File: src/sv/mexp_pkg.sv
// Shared types and constants for the modular exponentiation block.
`default_nettype none
package mexp_pkg;
    localparam int MOD_W = 31;
    localparam int VAL_W = 63;
    localparam int MUL_W = 2 * MOD_W;
    localparam logic [MOD_W-1:0] MODULUS_RESET = 31'd1000000007;

    typedef enum logic [1:0] {
        DP_NOP    = 2'd0,
        DP_LOAD   = 2'd1,
        DP_REDUCE = 2'd2,
        DP_BIT    = 2'd3
    } t_dp_cmd;

    typedef struct packed {
        t_dp_cmd cmd;
    } t_dp_ctrl;

    typedef struct packed {
        logic busy;
        logic exp_zero;
        logic mod_small;
    } t_dp_stat;
endpackage
`default_nettype wire

File: src/sv/mexp_modred.sv
// Bit-serial reduction of a 63-bit value by the modulus, one bit per cycle.
`default_nettype none
module mexp_modred
    import mexp_pkg::*;
(
    input  wire              i_clk,
    input  wire              i_rst_n,
    input  wire              i_start,
    input  wire [VAL_W-1:0]  i_value,
    input  wire [MOD_W-1:0]  i_modulus,
    output logic             o_busy,
    output logic [MOD_W-1:0] o_rem
);
    logic [VAL_W-1:0] r_val;
    logic [MOD_W-1:0] r_rem;
    logic [5:0]       r_cnt;
    logic             r_busy;
    logic [MOD_W:0]   n_sh;
    logic [MOD_W:0]   n_sub;

    always_comb begin
        n_sh  = {r_rem, r_val[VAL_W-1]};
        n_sub = n_sh - {1'b0, i_modulus};
    end

    always_ff @(posedge i_clk) begin
        if (!i_rst_n) begin
            r_busy <= 1'b0;
            r_cnt  <= '0;
        end else if (i_start) begin
            r_busy <= 1'b1;
            r_cnt  <= 6'(VAL_W - 1);
            r_val  <= i_value;
            r_rem  <= '0;
        end else if (r_busy) begin
            r_val <= {r_val[VAL_W-2:0], 1'b0};
            r_rem <= n_sub[MOD_W] ? n_sh[MOD_W-1:0] : n_sub[MOD_W-1:0];
            if (r_cnt == '0) r_busy <= 1'b0;
            r_cnt <= r_cnt - 6'd1;
        end
    end

    assign o_busy = r_busy;
    assign o_rem  = r_rem;
endmodule
`default_nettype wire

File: src/sv/mexp_dp.sv
// Datapath: base reduction, multiply and square products with a shared reducer, exponent shifter.
`default_nettype none
module mexp_dp
    import mexp_pkg::*;
(
    input  wire              i_clk,
    input  wire              i_rst_n,
    input  t_dp_ctrl         i_ctrl,
    input  wire              i_op,
    input  wire [VAL_W-1:0]  i_base,
    input  wire [VAL_W-1:0]  i_exponent,
    input  wire [MOD_W-1:0]  i_modulus,
    output t_dp_stat         o_stat,
    output logic [MOD_W-1:0] o_result
);
    typedef enum logic [2:0] {
        S_IDLE, S_MUL_A, S_RED_A, S_MUL_S, S_RED_S
    } t_seq;

    t_seq             r_seq;
    logic [VAL_W-1:0] r_exp;
    logic [MOD_W-1:0] r_acc;
    logic [MOD_W-1:0] r_sq;
    logic [MUL_W-1:0] r_prod;
    logic             r_red_start;
    logic [VAL_W-1:0] n_red_in;
    logic             w_red_busy;
    logic [MOD_W-1:0] w_rem;
    logic             r_base_pend;

    assign n_red_in = r_base_pend ? i_base : {1'b0, r_prod};

    mexp_modred u_red (
        .i_clk     (i_clk),
        .i_rst_n   (i_rst_n),
        .i_start   (r_red_start),
        .i_value   (n_red_in),
        .i_modulus (i_modulus),
        .o_busy    (w_red_busy),
        .o_rem     (w_rem)
    );

    always_ff @(posedge i_clk) begin
        if (!i_rst_n) begin
            r_seq       <= S_IDLE;
            r_red_start <= 1'b0;
            r_base_pend <= 1'b0;
        end else begin
            r_red_start <= 1'b0;
            case (r_seq)
                S_IDLE: begin
                    case (i_ctrl.cmd)
                        DP_LOAD: begin
                            r_exp <= i_op ? {32'd0, i_modulus - 31'd2} : i_exponent;
                            r_acc <= 31'd1;
                        end
                        DP_REDUCE: begin
                            r_base_pend <= 1'b1;
                            r_red_start <= 1'b1;
                            r_seq       <= S_RED_S;
                        end
                        DP_BIT: begin
                            r_seq <= S_MUL_A;
                        end
                        default: ;
                    endcase
                end
                S_MUL_A: begin
                    if (r_exp[0]) begin
                        r_prod      <= r_acc * r_sq;
                        r_red_start <= 1'b1;
                        r_seq       <= S_RED_A;
                    end else begin
                        r_seq <= S_MUL_S;
                    end
                end
                S_RED_A: begin
                    if (!r_red_start && !w_red_busy) begin
                        r_acc <= w_rem;
                        r_seq <= S_MUL_S;
                    end
                end
                S_MUL_S: begin
                    r_prod      <= r_sq * r_sq;
                    r_red_start <= 1'b1;
                    r_exp       <= {1'b0, r_exp[VAL_W-1:1]};
                    r_seq       <= S_RED_S;
                end
                S_RED_S: begin
                    if (!r_red_start && !w_red_busy) begin
                        r_sq        <= w_rem;
                        r_base_pend <= 1'b0;
                        r_seq       <= S_IDLE;
                    end
                end
                default: r_seq <= S_IDLE;
            endcase
        end
    end

    assign o_stat.busy      = (r_seq != S_IDLE);
    assign o_stat.exp_zero  = (r_exp == '0);
    assign o_stat.mod_small = (i_modulus < 31'd2);
    assign o_result         = o_stat.mod_small ? '0 : r_acc;
endmodule
`default_nettype wire

File: config.mk
export PLATFORM = sky130hd
export DESIGN_NAME = mexp_dp
export DESIGN_NICKNAME = d
export VERILOG_FILES = /design/src/sv/mexp_pkg.sv /design/src/sv/mexp_modred.sv /design/src/sv/mexp_dp.sv
export SDC_FILE = /design/constraint.sdc
export NUM_CORES = 2
export LEC_CHECK = 0
export ABC_AREA = 0
export BUFFER_PORTS_ARGS = -buffer_cell sky130_fd_sc_hd__buf_2
export CAP_MARGIN = 40
export CORE_MARGIN = 4
export CORE_UTILIZATION = 60
export DETAILED_ROUTE_END_ITERATION = 7
export GPL_TIMING_DRIVEN = 0
export PLACE_DENSITY = 0.88
export SKIP_CTS_REPAIR_TIMING = 1
export SLEW_MARGIN = 40
export SYNTH_ARGS = -nofsm -noshare
export SYNTH_HDL_FRONTEND = slang
export SYNTH_HIERARCHICAL = 1
export SYNTH_SLANG_ARGS = --single-unit
File: constraint.sdc
create_clock -name i_clk -period 25.1 [get_ports i_clk]
set_input_delay 1.255 -clock i_clk [delete_from_list [all_inputs] [get_ports i_clk]]
set_output_delay 1.255 -clock i_clk [all_outputs]
set_load 0.05 [all_outputs]
== Word level (Yosys, flattened, before mapping) ==
Cells that the tools add are included.
Operators by class
  add/subtract/negate cells: 3
  multipliers: 2
  order comparisons: 1
  equality and inequality tests: 13
  muxes and demuxes: 30
  bitwise operators: 1
  reductions and logical operators: 20
Operator list (count)
  $mux W63: 5
  $mux W31: 5
  $pmux W63 S2: 1
  $mul A31 B31 Y62: 2
  $pmux W62 S2: 1
  $logic_not A63 Y1: 1
  $mux W62: 1
  $pmux W31 S2: 1
  $sub A32 B31 Y32: 1
  $lt A31 B2 Y1 const B: 1
  $sub A31 B2 Y31 const B: 1
  $pmux W3 S5: 1
  $reduce_and A3 Y1: 5
  $mux W6: 2
  $reduce_bool A2 Y1: 5
  $mux W1: 8
  $eq A3 B2 Y1 const B: 2
  $logic_not A6 Y1: 1
  $mux W3: 2
  $ne A2 B2 Y1 const B: 3
  $pmux W3 S2: 1
  $sub A6 B1 Y6 const B: 1
  $eq A2 B2 Y1 const B: 2
  $ne A2 B1 Y1 const B: 2
  other kinds (14): 15
Word-level totals
  register bits after elaboration: 293
  input port bits: 162
  output and inout bits: 34

== Longest topological paths before layout ==
  depth after elaboration: 4
  mapped depth: 31

== Cells and area by module ==
Netlist, hierarchy kept.
By module, submodules not included
  mexp_dp: times used 1, cells each 7249, area an instance 67877.6 um^2, sequential area each 5715.5 um^2
  mexp_modred: times used 1, cells each 547, area an instance 6213.5 um^2, sequential area each 2962.8 um^2

== Worst setup path after synthesis ==
No wires, ideal clock.
  path kind: reg2reg
  start: reg r_sq[4]
  end: reg r_prod[58] (data pin)
  data arrival time: 7.591 ns
  required time: 24.827 ns
  path slack: 17.237 ns
  cell stages (with the launch flop): 29
  path buffers: 3
  clock period less this slack: 7.863 ns
  path through: edfxtp_1 > clkbuf_1 > clkbuf_1 > clkbuf_1 > nand2_1 > fa_1 > inv_1 > fa_1 > fa_1 > inv_1 > fa_1 > inv_1 > fa_1 > fa_1 > fa_1 > inv_1 > fa_1 > inv_1 > ha_1 > a21o_1 > a21o_1 > a221oi_1 > o21ai_0 > a31oi_1 > o211ai_2 > a21boi_0 > mux2_2 > nand2_1 > o211ai_1
Between the ends
  longest elaborated chain between the ends: 3
RTL lines
  start, declared: line mexp_dp.sv:23  | logic [MOD_W-1:0] r_sq;
  start signal, assigned: line mexp_dp.sv:91  | r_sq <= w_rem;
  $mul A31 B31 Y62: line mexp_dp.sv:70  | r_prod <= r_acc * r_sq;
  $mux W62: line mexp_dp.sv:69  | if (r_exp[0]) begin
  $pmux W62 S2 *: line mexp_dp.sv:50  | case (r_seq)
  end signal, assigned: line mexp_dp.sv:70
  end signal, assigned: line mexp_dp.sv:84  | r_prod <= r_sq * r_sq;
  end, declared: line mexp_dp.sv:24  | logic [MUL_W-1:0] r_prod;
Every way passes the cells marked *; elsewhere a longest branch is shown, timed or not. The select of a mux whose other input is x is not followed.
A chain may end at the register's enable or synchronous reset.

== Final worst setup path ==
  start: reg r_sq[18]
  end: reg r_prod[59] (data pin)
Same word-level chain as after synthesis.

==> run summary <==
Area of the multi-input gates -> 57480 um2
CP Data Arrival Time -> 11.08 ns
Most numerous cell in the Yosys netlist -> inv_1
Most instantiated cells after synthesis -> inv_1, fa_1, nand2_1, and2_1, ha_1
Synth top area share -> 42.85%
Async set-or-reset flop fraction in the synthesized netlist -> 0%
Run status -> finished, final reports clean
Delay of the slowest critical-path stage -> 0.72 ns
Clock buffer depth -> 3
WP data required -> 25.40 ns
Initial DRC count -> 7103
Fin worst setup slack -> 14.32 ns
Number of synthesized flops with an enable pin -> 281
Area leader, netlist -> fa_1
Tcrit/Tclk final -> 42.95%
Worst path bufs/invs -> 7
Final hold violation count -> 0
Nets -> 10351
Placement Setup Slack -> 15.02 ns
Die X -> 359.4 um
Ranking of synthesized cells by area -> fa_1, edfxtp_1, ha_1, inv_1, and2_1
Initial antenna violation count -> 50
First-pass GRT wire length -> 413400 um
Gr ovfl total -> 0
Max Cap Violations -> 0
Largest net degree at the start of global routing -> 36
Crit Path Max Fanout -> 10
Via Count -> 59816
Syn Area/Cell -> 9.504 um2
Cell variety after synth -> 87
PortBufs -> 194
GPL Wtd Cong -> 1.124
Die H -> 359.4 um
Synth warn -> 6
Cells after synthesis -> 7796
Ports -> 196
Top FF cell, synth -> edfxtp_1
Area growth, synth to finish -> 6.449%
Slowest cell on the critical path -> xor2_1
CTS Buf Count -> 29
Skew final -> 0.04270 ns
Max-Slew Margin vs Limit -> 31.59%
DR DRC count -> 0
Finish-stage setup viols -> 0
Most used cell, CP -> fa_1
Setup TNS -> 0 ns
Kind of critical path -> reg2reg
Vias in the first global route -> 62501
Register area share after synthesis -> 11.71%
Worst path top cell family by delay -> adder cells
Hold Path Class -> reg2reg
Crit. End Element -> flop
Layout cell share with drive strength beyond 1 -> 7.513%
Synthesized cell area -> 74090 um2
Worst-path clk slew -> 0.06 ns
H-tree levels -> 1
Clock sinks -> 293
Worst-skew pair later-pin latency -> 0.62 ns
Tightest Pin Transition -> 1.026 ns
DP Wirelength -> 233200 um
FF/Latch Area -> 8678 um2
Fin crit period -> 10.78 ns
Yosys reg bits -> 293
Initial Utilization -> 60.63%
First-pass detailed-route iteration total -> 7
Routed WL -> 282400 um
CTS tree -> built
CP startpoint kind -> flop
Final Slew Violations -> 0
Antenna viol nets, final -> 0
Drt wl/cell -> 29.01 um
Detailed-route vias per instance -> 6.145
Tot GR Track Use -> 43.96%
RSZ-0062 raised after global routing -> false
Die Area -> 129200 um2
Root buffer cell -> clkbuf_16
Cell row count -> 128
Fmax -> 92.75 MHz
Core area -> 122200 um2
Fillers -> 9821
## per-layer routing
metal	vias to the layer above	wire (um)	track usage, %
li1	24134	-	-
met1	29417	94940	54.02
met2	4931	114500	62.03
met3	1304	47090	20.22
met4	30	25630	29.53
met5	-	184	0
## through the flow
stage	hold WS [ns]	std cells	area (um2)	utilization, %
2_1_floorplan	0.4683	7797	74090	-
3_3_place_gp	0.4966	9616	77100	63.09
3_5_place_dp	0.4980	9636	77740	63.62
4_1_cts	0.5137	9688	78650	64.36
5_1_grt	0.5431	9698	78780	64.47
6_report	0.5144	9734	78870	64.54
## sequential cells by signal (all words and copies together), names as in the netlist
name,count
r_acc,31
r_base_pend,1
r_exp,63
r_prod,62
r_red_start,1
r_seq,3
r_sq,31
u_red/o_busy,1
u_red/o_rem,31
u_red/r_cnt,6
u_red/r_val,63
## final cells by class
class	count	share of cell area, %
multi-input cells	5369	72.88
flip-flops and latches	293	11.00
inverters	1721	8.191
well taps	1625	2.578
plain buffers	414	2.267
repair buffers	217	1.796
clock buffers	35	0.9487
clock inverters	17	0.1983
diodes	43	0.1364
## cells by family after synthesis
group           synth area share (%)
fa+ha+maj                      52.28
simple gates                   14.85
buf+inv                        10.89
other cells                 0.005061
mux                            2.442
flops                          11.71
xor+xnor                       2.151
compound gates                 5.667
## cells in the final DEF (no fill, tap or decap), types with 34 or more instances in the layout
cell | netlist | routed
buf_2 | 6 | 201
and2_1 | 760 | 760
fa_1 | 1586 | 1586
ha_1 | 558 | 558
nand4_1 | 45 | 45
xor2_1 | 73 | 71
nand3b_1 | 38 | 38
nor3_1 | 39 | 39
edfxtp_1 | 281 | 281
mux2i_1 | 39 | 37
xnor2_1 | 109 | 102
nand3_1 | 35 | 34
a21oi_1 | 194 | 191
diode_2 | 0 | 43
mux2_2 | 126 | 126
o21ai_0 | 160 | 160
a21o_1 | 107 | 107
nand2_1 | 990 | 990
clkbuf_2 | 2 | 144
inv_1 | 1720 | 1720
nor2_1 | 174 | 172
clkbuf_1 | 390 | 255
## path summary, 6_finish.rpt
path | from | to | slack (ns) | depth (start not counted)
setup / recovery | r_sq[18]$_DFFE_PP_ | r_prod[59]$_DFFE_PP_ | 14.32 | 27
hold / removal | u_red/o_rem[2]$_SDFFCE_PP0P_ | r_sq[2]$_DFFE_PP_ | 0.51 | 0
setup reg to reg | r_sq[18]$_DFFE_PP_ | r_prod[59]$_DFFE_PP_ | 14.32 | 27
hold reg to reg | u_red/o_rem[2]$_SDFFCE_PP0P_ | r_sq[2]$_DFFE_PP_ | 0.51 | 0
Power is left out: the tool's default activity adds up to more than one toggle a clock period on the data nets, which glitch-free logic cannot reach.
