$ cat config.mk
export PLATFORM = sky130hd
export DESIGN_NAME = mexp_ctrl
export DESIGN_NICKNAME = d
export VERILOG_FILES = /design/src/sv/mexp_pkg.sv /design/src/sv/mexp_ctrl.sv
export SDC_FILE = /design/constraint.sdc
export NUM_CORES = 1
export LEC_CHECK = 0
export BUFFER_PORTS_ARGS = -buffer_cell sky130_fd_sc_hd__buf_4
export CAP_MARGIN = 0
export CORE_AREA = 2 2 39 41
export CTS_BUF_LIST = sky130_fd_sc_hd__clkbuf_8 sky130_fd_sc_hd__clkbuf_16
export DETAILED_ROUTE_END_ITERATION = 16
export DIE_AREA = 0 0 41 43
export SYNTH_ARGS = -nofsm -noshare
export SYNTH_HDL_FRONTEND = slang
export SYNTH_SLANG_ARGS = --single-unit
$ cat constraint.sdc
create_clock -name i_clk -period 1.19 [get_ports i_clk]
set_input_delay 0 -clock i_clk [delete_from_list [all_inputs] [get_ports i_clk]]
set_output_delay 0 -clock i_clk [all_outputs]
set_load 0.02 [all_outputs]
$ cat src/sv/mexp_pkg.sv
// Shared types and constants for the modular exponentiation block.
`default_nettype none
package mexp_pkg;
    localparam int MOD_W = 31;
    localparam int VAL_W = 63;
    localparam int MUL_W = 2 * MOD_W;
    localparam logic [MOD_W-1:0] MODULUS_RESET = 31'd1000000007;

    typedef enum logic [1:0] {
        DP_NOP    = 2'd0,
        DP_LOAD   = 2'd1,
        DP_REDUCE = 2'd2,
        DP_BIT    = 2'd3
    } t_dp_cmd;

    typedef struct packed {
        t_dp_cmd cmd;
    } t_dp_ctrl;

    typedef struct packed {
        logic busy;
        logic exp_zero;
        logic mod_small;
    } t_dp_stat;
endpackage
`default_nettype wire

$ cat src/sv/mexp_ctrl.sv
// Controller: input/output handshake and sequencing of the datapath.
`default_nettype none
module mexp_ctrl
    import mexp_pkg::*;
(
    input  wire      i_clk,
    input  wire      i_rst_n,
    input  wire      i_in_valid,
    output logic     o_in_ready,
    output logic     o_out_valid,
    input  wire      i_out_ready,
    output logic     o_cap,
    output t_dp_ctrl o_ctrl,
    input  t_dp_stat i_stat
);
    typedef enum logic [2:0] {
        C_IDLE, C_LOAD, C_RED, C_WAIT, C_STEP, C_DONE
    } t_state;

    t_state  r_state;
    t_dp_cmd n_cmd;

    always_comb begin
        case (r_state)
            C_LOAD:  n_cmd = i_stat.mod_small ? DP_NOP : DP_REDUCE;
            C_STEP:  n_cmd = (!i_stat.busy && !i_stat.exp_zero) ? DP_BIT : DP_NOP;
            default: n_cmd = DP_NOP;
        endcase
        if (r_state == C_IDLE && i_in_valid) n_cmd = DP_LOAD;
    end

    always_ff @(posedge i_clk) begin
        if (!i_rst_n) begin
            r_state <= C_IDLE;
        end else begin
            case (r_state)
                C_IDLE: if (i_in_valid) r_state <= C_LOAD;
                C_LOAD: r_state <= i_stat.mod_small ? C_DONE : C_RED;
                C_RED:  r_state <= C_WAIT;
                C_WAIT: if (!i_stat.busy) r_state <= C_STEP;
                C_STEP: begin
                    if (!i_stat.busy) begin
                        if (i_stat.exp_zero) r_state <= C_DONE;
                        else                 r_state <= C_RED;
                    end
                end
                C_DONE: if (i_out_ready) r_state <= C_IDLE;
                default: r_state <= C_IDLE;
            endcase
        end
    end

    assign o_ctrl.cmd  = n_cmd;
    assign o_in_ready  = (r_state == C_IDLE);
    assign o_cap       = (r_state == C_IDLE) && i_in_valid;
    assign o_out_valid = (r_state == C_DONE);
endmodule
`default_nettype wire

Yosys cells after proc, flatten, opt, wreduce, memory -nomap -nowiden. Index checks and enable logic that the tools add are counted.

Muxes and demuxes: 11. Equality and inequality tests: 9. Reductions and logical operators: 6.

Operator list (number): $mux W3 (6); $pmux W3 S6 (1); $eq A3 B2 Y1 const B (2); $eq A3 B3 Y1 const B (2); $mux W2 (3); $ne A2 B2 Y1 const B (3); $pmux W2 S2 (1); $reduce_and A4 Y1 (1); $eq A3 B1 Y1 const B (1); $logic_not A3 Y1 (1); $logic_and A1 B1 Y1 (2); $logic_not A1 Y1 (2); $ne A2 B1 Y1 const B (1).

Flip-flop bits (word level): 3. Word-level logic and storage cells: 27.

Logic depth before layout (Yosys ltp). Gate-level depths: netlist of the first run.

Word-level depth: 5. Depth in mapped cells: 5. Depth with buffers taken out: 4.

Worst setup path after synthesis of the first run. No wires, ideal clock.

Path type: register to register. From: register r_state[2]. To: register r_state[1]. Period minus slack after synthesis: 1.433 ns. Stages on the path, launching flop included: 5. Arrival time: 1.305 ns. Buffers on the path: 0. Slack: -0.243 ns. Cell sequence: dfxtp_1 > nor3_1 > a221oi_2 > o311ai_1 > a21boi_1.

Word-level cells in the longest chain between the ends: 3.

Ends and longest elaborated chain: start: declaration (line mexp_ctrl.sv:20) `t_state r_state;`; start signal: assignment (line mexp_ctrl.sv:38) `C_LOAD: r_state <= i_stat.mod_small ? C_DONE : C_RED;`; $logic_not A3 Y1 (*); net o_in_ready (line mexp_ctrl.sv:9) `output logic o_in_ready,`; $ne A2 B2 Y1 (no line); $reduce_and A4 Y1 (no line).

The timed path passes the listed nets; every way through them passes the cells marked *. A chain may end at the register's enable or synchronous reset.

Worst setup path after layout of the first run.
From: register r_state[2]. To: register r_state[1].

Word-level cells in the longest chain between the ends: 3.

Ends and longest elaborated chain: $eq A3 B2 Y1, or another cell as far along (line mexp_ctrl.sv:36) `case (r_state)`; $ne A2 B2 Y1 (no line) / $ne A2 B1 Y1 (equally long branches); $reduce_and A4 Y1 (no line).

Several ways; a longest one is shown, not always the timed one.

==> key figures, run 1 <==
Placement
  – Pre-CTS setup slack: -0.0594 ns
  – Cells after DPL: 73
  – Placement Cell Area: 439 sq um
  – Detailed-placement wirelength estimate: about 630 um
  – Port bufs: 11
  – Gpl congestion: 0.824

Global route
  – Pin count of the biggest net entering global routing: 9
  – Initial antenna violation count: 0
  – First-pass GRT wire length: 1.38 mm
  – GRT Resource Usage Total: 11.6%
  – GRT overflow: 0
  – Number of global-route vias before repair: 370

Synthesis
  – Post-synth EDFFs: 0
  – Ys async rst share: 0%
  – Synth top area share: 20.0%
  – Multiplexer share of the synthesized area: 3.33%
  – Yosys top cell by area: dfxtp_1
  – Main synth FF type: dfxtp_1
  – Synth Area in Adders: 0%
  – Yosys cell types: 26
  – Largest family of logic cells by synthesized area: simple AND/OR/NAND/NOR gates
  – Top cells by area, synth: dfxtp_1 20%, nor2_1 8.8%, nand2b_1 6.3%
  – Post-synthesis register bit count: 3
  – Synth Area in Simple Gates: 34.2%
  – Synth warn: 0
  – Syn_nets: 49
  – Post-Syn Area: 300 sq um
  – Post-Syn Instances: 42
  – Xor/xnor share of the synthesized area: 0%
  – Post-synthesis compound-gate area fraction: 32.9%
  – Avg Cell Area, Syn: 7.15 sq um
  – Sequential area share after synthesis: 20.0%

Clock network
  – CTS Hold Bufs: 0
  – CTS clk-pin slew, worst paths: 0.03 ns
  – Clock Latency Late Sink: approximately 0.21 ns
  – H-tree depth: 1
  – Max Buffers Root-to-Sink: 2
  – Clk sinks: 3
  – CTS tree: yes
  – CTS root buffer: clkbuf_8
  – CTS Buf Count: 3

Drt
  – Vias: 381
  – Via-per-instance ratio: 4.82
  – Overall routed net length: 837 um
  – 1st-pass router iterations: 2
  – Antenna-violating nets left: 0
  – DR DRC count: 0
  – Initial DRC count: 2
  – DR WL/cell: 10.6 um

Job
  – Max-Cap Viols: 0

Floorplanning
  – Initial core utilization: about 22%
  – Die X: 41 um
  – Rows: 14
  – Die ar.: around 1800 sq um
  – Core ar.: 1380 sq um
  – Die Span Y: 43 um
  – IO Pins: 12

Finish
  – Non-Filler Instances: 79
  – Antenna diode count: 0
  – Largest register FFs: 3
  – Design area: 529 sq um
  – Largest Register: r_state
  – Nets@finish: 71
  – Largest registers: r_state x3
  – Post-layout util: between 30% and 40%
  – Fill cell instance count of the final layout: 151
  – Area delta synth->final: 76.3%
  – Share of post-route cells with drive strength above 1: 46.0%

Worst setup path
  – Kind of critical path: flop to flop
  – CP endpoint kind: flop
  – Reg2Reg Depth: 5
  – Startpoint type of the worst setup path: flop
  – Setup crit start: r_state[2]
  – Reg-to-Reg Start: r_state[2]
  – Reg-to-Reg End: r_state[1]
  – Critical path arrival: 1.31 ns
  – Worst Path Required: approximately 1.3 ns
  – R2R setup slack: -0.04 ns
  – CP max FO: 6

Hold path
  – Hold path depth: 2
  – Hold_sp: i_rst_n
  – Hold Crit Class: input pin to flop
  – Hold endpoint: r_state[2]

Timing
  – Final-report hold violation count: 0
  – Slew @ Worst Pin: 0.306 ns
  – Fmax: about 800 MHz
  – Post-layout min period: around 1.2 ns
  – Worst Clk Skew: 0.00178 ns
  – Worst hold margin: 0.0192 ns
  – Slew HR: 79.3%
  – Final WS setup: -0.0382 ns
  – Fin. max-slew vios: 0
  – RSZ-0062 raised after global routing: true
  – Setup-failing EPs final: 1
  – Final Cycle Share: 103%
  – Setup tns final: -0.0382 ns

Status
  – Failing checks: setup timing
  – Status: finished with violations

Pwr
  – Total power: 0.938 mW
  – Power Dens Cells: around 1800 nW/um^2
  – Pleak: 0.236 nW
  – Worst IR Drop VDD: roughly 740 uV
[worst max path at each step]
stage	slack [ns]	cells after the start	to
2_1_floorplan	0.02	4	r_state[1]
5_1_grt	-0.09	5	r_state[1]
3_5_place_dp	-0.06	5	r_state[1]
6_report	-0.04	5	r_state[1]
4_1_cts	-0.04	5	r_state[1]
3_3_place_gp	-0.06	5	r_state[1]
[worst max-delay path: stages (launching register included)]
cell and delay [ns]:
dfxtp_4 0.35, buf_6 0.12, buf_4 0.12, nor3b_1 0.12, o311ai_1 0.28, a21boi_1 0.10
[what timing repair did]
action                                  in CTS  in global routing
buffers inserted                             1                  1
endpoints found under the setup margin       3                  6
endpoints found under the hold margin        0                  0
gates resized for setup                      5                  4
pin swaps                                    3                  3
[synthesized netlist by cell type (all sizes together), types with 2 or more instances]
cell type	count
a21boi	2
a21oi	2
buf	3
dfxtp	3
inv	2
nand2b	3
nor2	7
nor3	2
o21ai	3
[cell families after synthesis]
| family | after synthesis |
|---|---|
| flops | 3 |
| compound gates | 14 |
| simple gates | 19 |
| buf+inv | 5 |
| mux | 1 |
[routing by layer]
| metal | global-route usage [%] | share of wire (%) |
|---|---|---|
| met2 | 17.8 | 50 |
| met4 | 5.33 | 0 |
| met1 | 12.1 | 44 |
| met5 | 0 | 0 |
| met3 | 6.81 | 6.7 |
[layout make-up]
class | count | area [sq um] | share of cell area, %
tap | 16 | 20.0 | 3.78
clock buffer | 3 | 41.3 | 7.80
multi-input combinational | 34 | 231 | 43.7
sequential | 3 | 67.6 | 12.8
timing repair buffer | 20 | 158 | 29.8
inverter | 2 | 7.51 | 1.42
clock inverter | 1 | 3.75 | 0.709
[placed cells by master, fill, tap and decap left out, types with 2 or more instances in the layout]
master / netlist / routed
buf_6: 1 / 2
a21oi_1: 2 / 2
o21ai_0: 2 / 2
buf_4: 0 / 18
a21boi_1: 2 / 2
nor2_1: 7 / 6
inv_1: 2 / 3
nand2b_1: 3 / 2
clkbuf_8: 0 / 3
dfxtp_4: 0 / 2
[power breakdown]
part           switching [mW]  leakage [nW]  total, mW  internal, mW
registers              0.0315        0.0260      0.161         0.129
clock network          0.0625        0.0269      0.282         0.219
logic                   0.236         0.183      0.495         0.260
total                   0.330         0.236      0.938         0.608
Note: power is estimated with default switching activity, not from simulation.
==> run 2: changes to the inputs <==
--- a/config.mk
+++ b/config.mk
@@ -11,6 +11,8 @@
 export CTS_BUF_LIST = sky130_fd_sc_hd__clkbuf_8 sky130_fd_sc_hd__clkbuf_16
 export DETAILED_ROUTE_END_ITERATION = 16
 export DIE_AREA = 0 0 41 43
+export PLACE_DENSITY = 0.49
+export SKIP_LAST_GASP = 1
 export SYNTH_ARGS = -nofsm -noshare
 export SYNTH_HDL_FRONTEND = slang
 export SYNTH_SLANG_ARGS = --single-unit
==> key figures, run 2 (same netlist as run 1, synthesis figures left out) <==
Status
  – Status: finished with violations
  – Failing checks: setup timing

Pwr
  – Switching power: 0.405 mW (+23%)
  – Register share of total power: 14.2% (-2.9 points)
  – Pleak: 0.277 nW (+18%)
  – Switching part of the total: 35.9% (+0.75 points)
  – Share of total power in the clock network: 25.1% (-4.9 points)
  – Power Dens Cells: 1750 nW/um^2 (-1.0%)
  – Comb pwr share: 60.7% (+7.9 points)
  – Worst IR Drop VDD: 639 uV (-13%)
  – Internal power: 0.723 mW (+19%)

Clock network
  – Clock Latency Late Sink: 0.21 ns (about the same)
  – Clk sinks: 3 (unchanged)
  – CTS Buf Count: 3 (unchanged)
  – H-tree depth: 1 (unchanged)
  – CTS tree: yes
  – CTS Hold Bufs: 0 (unchanged)
  – CTS clk-pin slew, worst paths: 0.03 ns (about the same)
  – CTS root buffer: clkbuf_8
  – Max Buffers Root-to-Sink: 2 (unchanged)

Job
  – Max-Cap Viols: 0 (unchanged)

Timing
  – Slew HR: 82.0% (+2.8 points)
  – Slew @ Worst Pin: 0.269 ns (-0.0367 ns)
  – RSZ-0062 raised after global routing: true
  – Fin. max-slew vios: 0 (unchanged)
  – Setup tns final: -0.198 ns (-0.160 ns)
  – Setup-failing EPs final: 6 (+5)
  – Post-layout min period: 1.23 ns (+0.00321 ns)
  – Fmax: 812 MHz (-0.26%)
  – Worst Clk Skew: 0.000615 ns (-0.00117 ns)
  – Final Cycle Share: 103% (+0.27 points)
  – Final WS setup: -0.0415 ns (-0.00321 ns)
  – Final-report hold violation count: 0 (unchanged)

Finish
  – Antenna diode count: 0 (unchanged)
  – Area delta synth->final: 114%
  – Commonest non-fill, non-tap cell in the layout: buf_4
  – Largest register FFs: 3 (unchanged)
  – Largest Register: r_state
  – Design area: 643 sq um (+22%)
  – Most frequent cells in the layout: 18 x buf_4, 7 x buf_6, 4 x nor2_1, 3 x inv_1, 3 x clkbuf_8
  – Fill cell instance count of the final layout: 135 (-11%)
  – Nets@finish: 76 (+7.0%)
  – Largest registers: r_state x3
  – Share of post-route cells with drive strength above 1: 64.7% (+19 points)

Drt
  – Initial DRC count: 1 (-1)
  – Antenna-violating nets left: 0 (unchanged)
  – Overall routed net length: 999 um (+19%)
  – DR DRC count: 0 (unchanged)
  – DR WL/cell: 11.9 um (+12%)
  – Vias: 396 (+3.9%)
  – 1st-pass router iterations: 2 (unchanged)
  – Via-per-instance ratio: 4.71 (-2.2%)

Floorplanning
  – Die ar.: 1760 sq um (unchanged)
  – Core ar.: 1380 sq um (unchanged)
  – Initial core utilization: 21.7% (unchanged)
  – Die X: 41 um (unchanged)
  – Die Span Y: 43 um (unchanged)
  – IO Pins: 12 (unchanged)
  – Rows: 14 (unchanged)

Hold path
  – Hold Crit Class: input pin to flop

Placement
  – Gpl congestion: 0.711 (-14%)
  – Pre-CTS setup slack: -0.0701 ns (-0.0106 ns)
  – Detailed-placement wirelength estimate: 640 um (+1.2%)
  – Placement Cell Area: 462 sq um (+5.1%)
  – Port bufs: 11 (unchanged)

Global route
  – Number of global-route vias before repair: 379 (+2.4%)
  – GRT Resource Usage Total: 13.9% (+2.2 points)
  – GRT overflow: 0 (unchanged)
  – Pin count of the biggest net entering global routing: 10 (+1)
  – First-pass GRT wire length: 1.58 mm (+14%)
  – Initial antenna violation count: 0 (unchanged)

Worst setup path
  – Largest stage delay, worst path: 0.37 ns (+0.02 ns)
  – Worst Path Required: 1.33 ns (+0.06 ns)
  – CP max FO: 6 (unchanged)
  – Critical Path Slowest Stage Cell: dfxtp_4
  – Critical path arrival: 1.38 ns (+0.07 ns)
  – CP endpoint kind: flop
  – Kind of critical path: flop to flop
  – Crit-path cells: buf_6 -> or2b_4 -> o22ai_1 -> a21oi_2 -> nor2b_1
  – Buf/Inv on CP: 1 (-1)
  – Crit-path leading delay family: flip-flops
  – Startpoint type of the worst setup path: flop
-- run 2: cell count changes in the layout (fill, tap and decap cells not counted), moves of 2 or more --
cell     previous run  this run
a21oi_1             2         0
a21oi_2             0         2
buf_6               2         7
nor2_1              6         4
o21ai_0             2         0
-- run 2: stage by stage --
| step | total power, mW | utilization (%) | hold WS [ns] | instances |
|---|---|---|---|---|
| 2_1_floorplan | 0.418 | - | 0.128 | 42 |
| 3_3_place_gp | 0.636 | 33.4 | 0.238 | 76 |
| 3_5_place_dp | 0.633 | 33.4 | 0.232 | 76 |
| 4_1_cts | 1.05 | 42.9 | 0.00921 | 83 |
| 5_1_grt | 1.21 | 46.5 | 0.0350 | 84 |
| 6_report | 1.13 | 46.5 | 0.0123 | 84 |
-- run 2: final timing paths --
| check | start | end | slack (ns) | cells past startpoint |
|---|---|---|---|---|
| worst max-delay path | r_state[2] | r_state[2] | -0.04 | 5 |
| worst max register to register | r_state[2] | r_state[2] | -0.04 | 5 |
| worst min-delay path | i_rst_n | r_state[2] | 0.01 | 2 |
| worst min register to register | r_state[1] | r_state[1] | 0.63 | 3 |
-- run 2: power by group through the flow --
stage,Sequential (mW),Clock (mW),Combinational [mW]
finish,0.160,0.283,0.684
global route,0.162,0.310,0.739
detailed placement,0.151,0,0.482
global placement,0.151,0,0.486
floorplan,0.141,0,0.277
CTS,0.160,0.294,0.598
-- run 2: area by class of cell --
class,instances,area (sq um),share of cell area [%]
multi-input cells,34,288,44.7
repair buffers,25,214,33.3
flip-flops and latches,3,68.8,10.7
clock buffers,3,41.3,6.42
well taps,16,20.0,3.11
inverters,2,7.51,1.17
clock inverters,1,3.75,0.584
-- run 2: layer usage --
layer | share of wire [%] | vias to the layer above | track usage (%)
li1 | - | 203 | -
met2 | 51 | 13 | 20.0
met5 | 0 | - | 0
met1 | 39 | 176 | 15.4
met4 | 3.5 | 0 | 10.7
met3 | 6.0 | 4 | 5.24
-- run 2: timing repair --
item / CTS / global route
buffers inserted: 3 / 1
endpoints found under the setup margin: 7 / 7
pin swaps: 5 / 3
gates resized for setup: 19 / 11
==> run 3: changes to the inputs <==
--- a/config.mk
+++ b/config.mk
@@ -7,11 +7,13 @@
 export LEC_CHECK = 0
 export BUFFER_PORTS_ARGS = -buffer_cell sky130_fd_sc_hd__buf_4
 export CAP_MARGIN = 0
-export CORE_AREA = 2 2 39 41
+export CELL_PAD_IN_SITES_DETAIL_PLACEMENT = 0
+export CELL_PAD_IN_SITES_GLOBAL_PLACEMENT = 2
+export CORE_MARGIN = 2
+export CORE_UTILIZATION = 20
 export CTS_BUF_LIST = sky130_fd_sc_hd__clkbuf_8 sky130_fd_sc_hd__clkbuf_16
 export DETAILED_ROUTE_END_ITERATION = 16
-export DIE_AREA = 0 0 41 43
-export PLACE_DENSITY = 0.49
+export PLACE_DENSITY = 0.72
 export SKIP_LAST_GASP = 1
 export SYNTH_ARGS = -nofsm -noshare
 export SYNTH_HDL_FRONTEND = slang
==> key figures, run 3 (same netlist as run 1, synthesis figures left out) <==
Status
  – Status: finished, final reports clean

Floorplanning
  – Die ar.: 1830 sq um (+3.7%)
  – IO Pins: 12 (unchanged)
  – Initial core utilization: 22.2% (+0.54 points)
  – Rows: 13 (-1)
  – Core ar.: 1350 sq um (-2.4%)
  – Die Span Y: 42.8 um (-0.58%)
  – Die X: 42.8 um (+4.3%)

Finish
  – Largest register FFs: 3 (unchanged)
  – Nets@finish: 69 (-9.2%)
  – Antenna diode count: 0 (unchanged)
  – Largest Register: r_state
  – Seq. cell area: 67.6 sq um (-1.8%)
  – Most frequent cells in the layout: 14 x buf_4, 6 x nor2_1, 4 x buf_6
  – Area delta synth->final: 77.5%
  – Fill cell instance count of the final layout: 151 (+12%)
  – Design area: 533 sq um (-17%)
  – Commonest non-fill, non-tap cell in the layout: buf_4
  – Share of post-route cells with drive strength above 1: 45.9% (-19 points)
  – Largest registers: r_state x3
  – Multi-input gate area: 244 sq um (-15%)

Worst setup path
  – CP endpoint kind: primary output
  – Worst Path Required: 1.19 ns (-0.14 ns)
  – Kind of critical path: flop to primary output
  – CP max FO: 8 (+2)
  – Critical path arrival: 1.18 ns (-0.20 ns)
  – Reg2Reg Depth: 4 (-1)
  – Startpoint type of the worst setup path: flop

Placement
  – Pre-CTS setup slack: -0.0956 ns (-0.0255 ns)
  – Gpl congestion: 0.737 (+3.7%)
  – Detailed-placement wirelength estimate: 626 um (-2.3%)
  – Port bufs: 11 (unchanged)
  – Placement Cell Area: 430 sq um (-6.8%)

Pwr
  – Switching power: 0.346 mW (-15%)
  – Register share of total power: 17.4% (+3.2 points)
  – Pleak: 0.230 nW (-17%)
  – Total power: 0.973 mW (-14%)
  – Internal power: 0.627 mW (-13%)
  – Switching part of the total: 35.5% (-0.40 points)
  – Power Dens Cells: 1830 nW/um^2 (+4.1%)
  – Worst IR Drop VDD: 569 uV (-11%)
  – Share of total power in the clock network: 29.4% (+4.3 points)
  – Comb pwr share: 53.2% (-7.5 points)

Drt
  – DR WL/cell: 10.9 um (-8.5%)
  – Overall routed net length: 827 um (-17%)
  – Antenna-violating nets left: 0 (unchanged)
  – Via-per-instance ratio: 4.84 (+2.7%)
  – DR DRC count: 0 (unchanged)
  – 1st-pass router iterations: 3 (+1)
  – Initial DRC count: 3 (+2)
  – Vias: 368 (-7.1%)

Clock network
  – Clock Latency Late Sink: 0.22 ns (about the same)
  – Clk sinks: 3 (unchanged)
  – CTS Buf Count: 3 (unchanged)
  – CTS root buffer: clkbuf_8
  – CTS tree: yes
  – H-tree depth: 1 (unchanged)
  – CTS clk-pin slew, worst paths: 0.03 ns (about the same)
  – Max Buffers Root-to-Sink: 2 (unchanged)
  – CTS Hold Bufs: 0 (unchanged)

Global route
  – Initial antenna violation count: 0 (unchanged)
  – GRT overflow: 0 (unchanged)
  – Pin count of the biggest net entering global routing: 11 (+1)
  – Number of global-route vias before repair: 317 (-16%)
  – GRT Resource Usage Total: 9.47% (-4.4 points)
  – First-pass GRT wire length: 1.33 mm (-16%)

Timing
  – Fin. max-slew vios: 0 (unchanged)
  – Final Cycle Share: 99.0% (-4.5 points)
  – Final-report hold violation count: 0 (unchanged)
  – Slew HR: 82.9% (+0.81 points)
  – RSZ-0062 raised after global routing: true
  – Fmax: 849 MHz (+4.5%)
  – Slew @ Worst Pin: 0.253 ns (-0.0162 ns)
  – Setup tns final: 0 ns (+0.198 ns)
  – Post-layout min period: 1.18 ns (-0.0533 ns)
  – Final WS setup: 0.0119 ns (+0.0533 ns)
  – Setup-failing EPs final: 0 (-6)
  – Worst Clk Skew: 0.00488 ns (+0.00426 ns)

Job
  – Max-Cap Viols: 0 (unchanged)

Hold path
  – Hold path depth: 2 (unchanged)
  – Hold Crit Class: input pin to flop
-- run 3: changes by cell type in the layout (fill, tap and decap cells not counted), sizes merged --
| cell | before | now |
|---|---|---|
| buf | 25 | 18 |
-- run 3: layer usage --
layer	vias up	GRT usage, %	part of all wire, %
met5	-	0	0
met4	0	1.88	0
met3	0	3.83	6.0
met2	10	14.8	51
met1	167	12.1	43
li1	191	-	-
-- run 3: worst max-delay path: stages, from the launching register on --
cell	delay (ns)
dfxtp_4	0.37
buf_6	0.13
nand2b_1	0.08
nor2_2	0.11
a31oi_1	0.05
nor2_1	0.09
buf_4	0.14
-- run 3: power by group through the flow --
stage               registers (mW)  logic, mW  clock network (mW)
detailed placement           0.154      0.432                   0
floorplan                    0.141      0.277                   0
global placement             0.153      0.439                   0
global route                 0.175      0.557               0.301
finish                       0.169      0.517               0.286
CTS                          0.158      0.434               0.293
-- run 3: final cells by class --
type,count,area share (%)
clock buffers,3,7.75
clock inverters,1,0.704
inverters,2,1.41
multi-input cells,34,45.8
flip-flops and latches,3,12.7
well taps,15,3.52
repair buffers,18,28.2
-- run 3: path summary, 6_finish.rpt --
kind / from / to / slack [ns]
worst min-delay path: i_rst_n / r_state[2] / 0.03
worst min register to register: r_state[2] / r_state[1] / 0.61
worst max-delay path: r_state[0] / o_ctrl[1] / 0.01
worst max register to register: r_state[2] / r_state[1] / 0.02
-- run 3: timing repair --
action / in CTS / in global routing
gates cloned: 0 / 0
hold endpoints to repair: 0 / 0
gates resized for setup: 5 / 9
pin swaps: 0 / 2
setup endpoints to repair: 7 / 6
setup buffers: 0 / 2
-- run 3: through the flow --
step | hold slack, ns | instances | util, %
global route | 0.0480 | 76 | 39.5
floorplan | 0.128 | 42 | -
finish | 0.0282 | 76 | 39.5
detailed placement | 0.248 | 71 | 31.9
CTS | 0.0269 | 74 | 35.5
global placement | 0.236 | 71 | 31.9
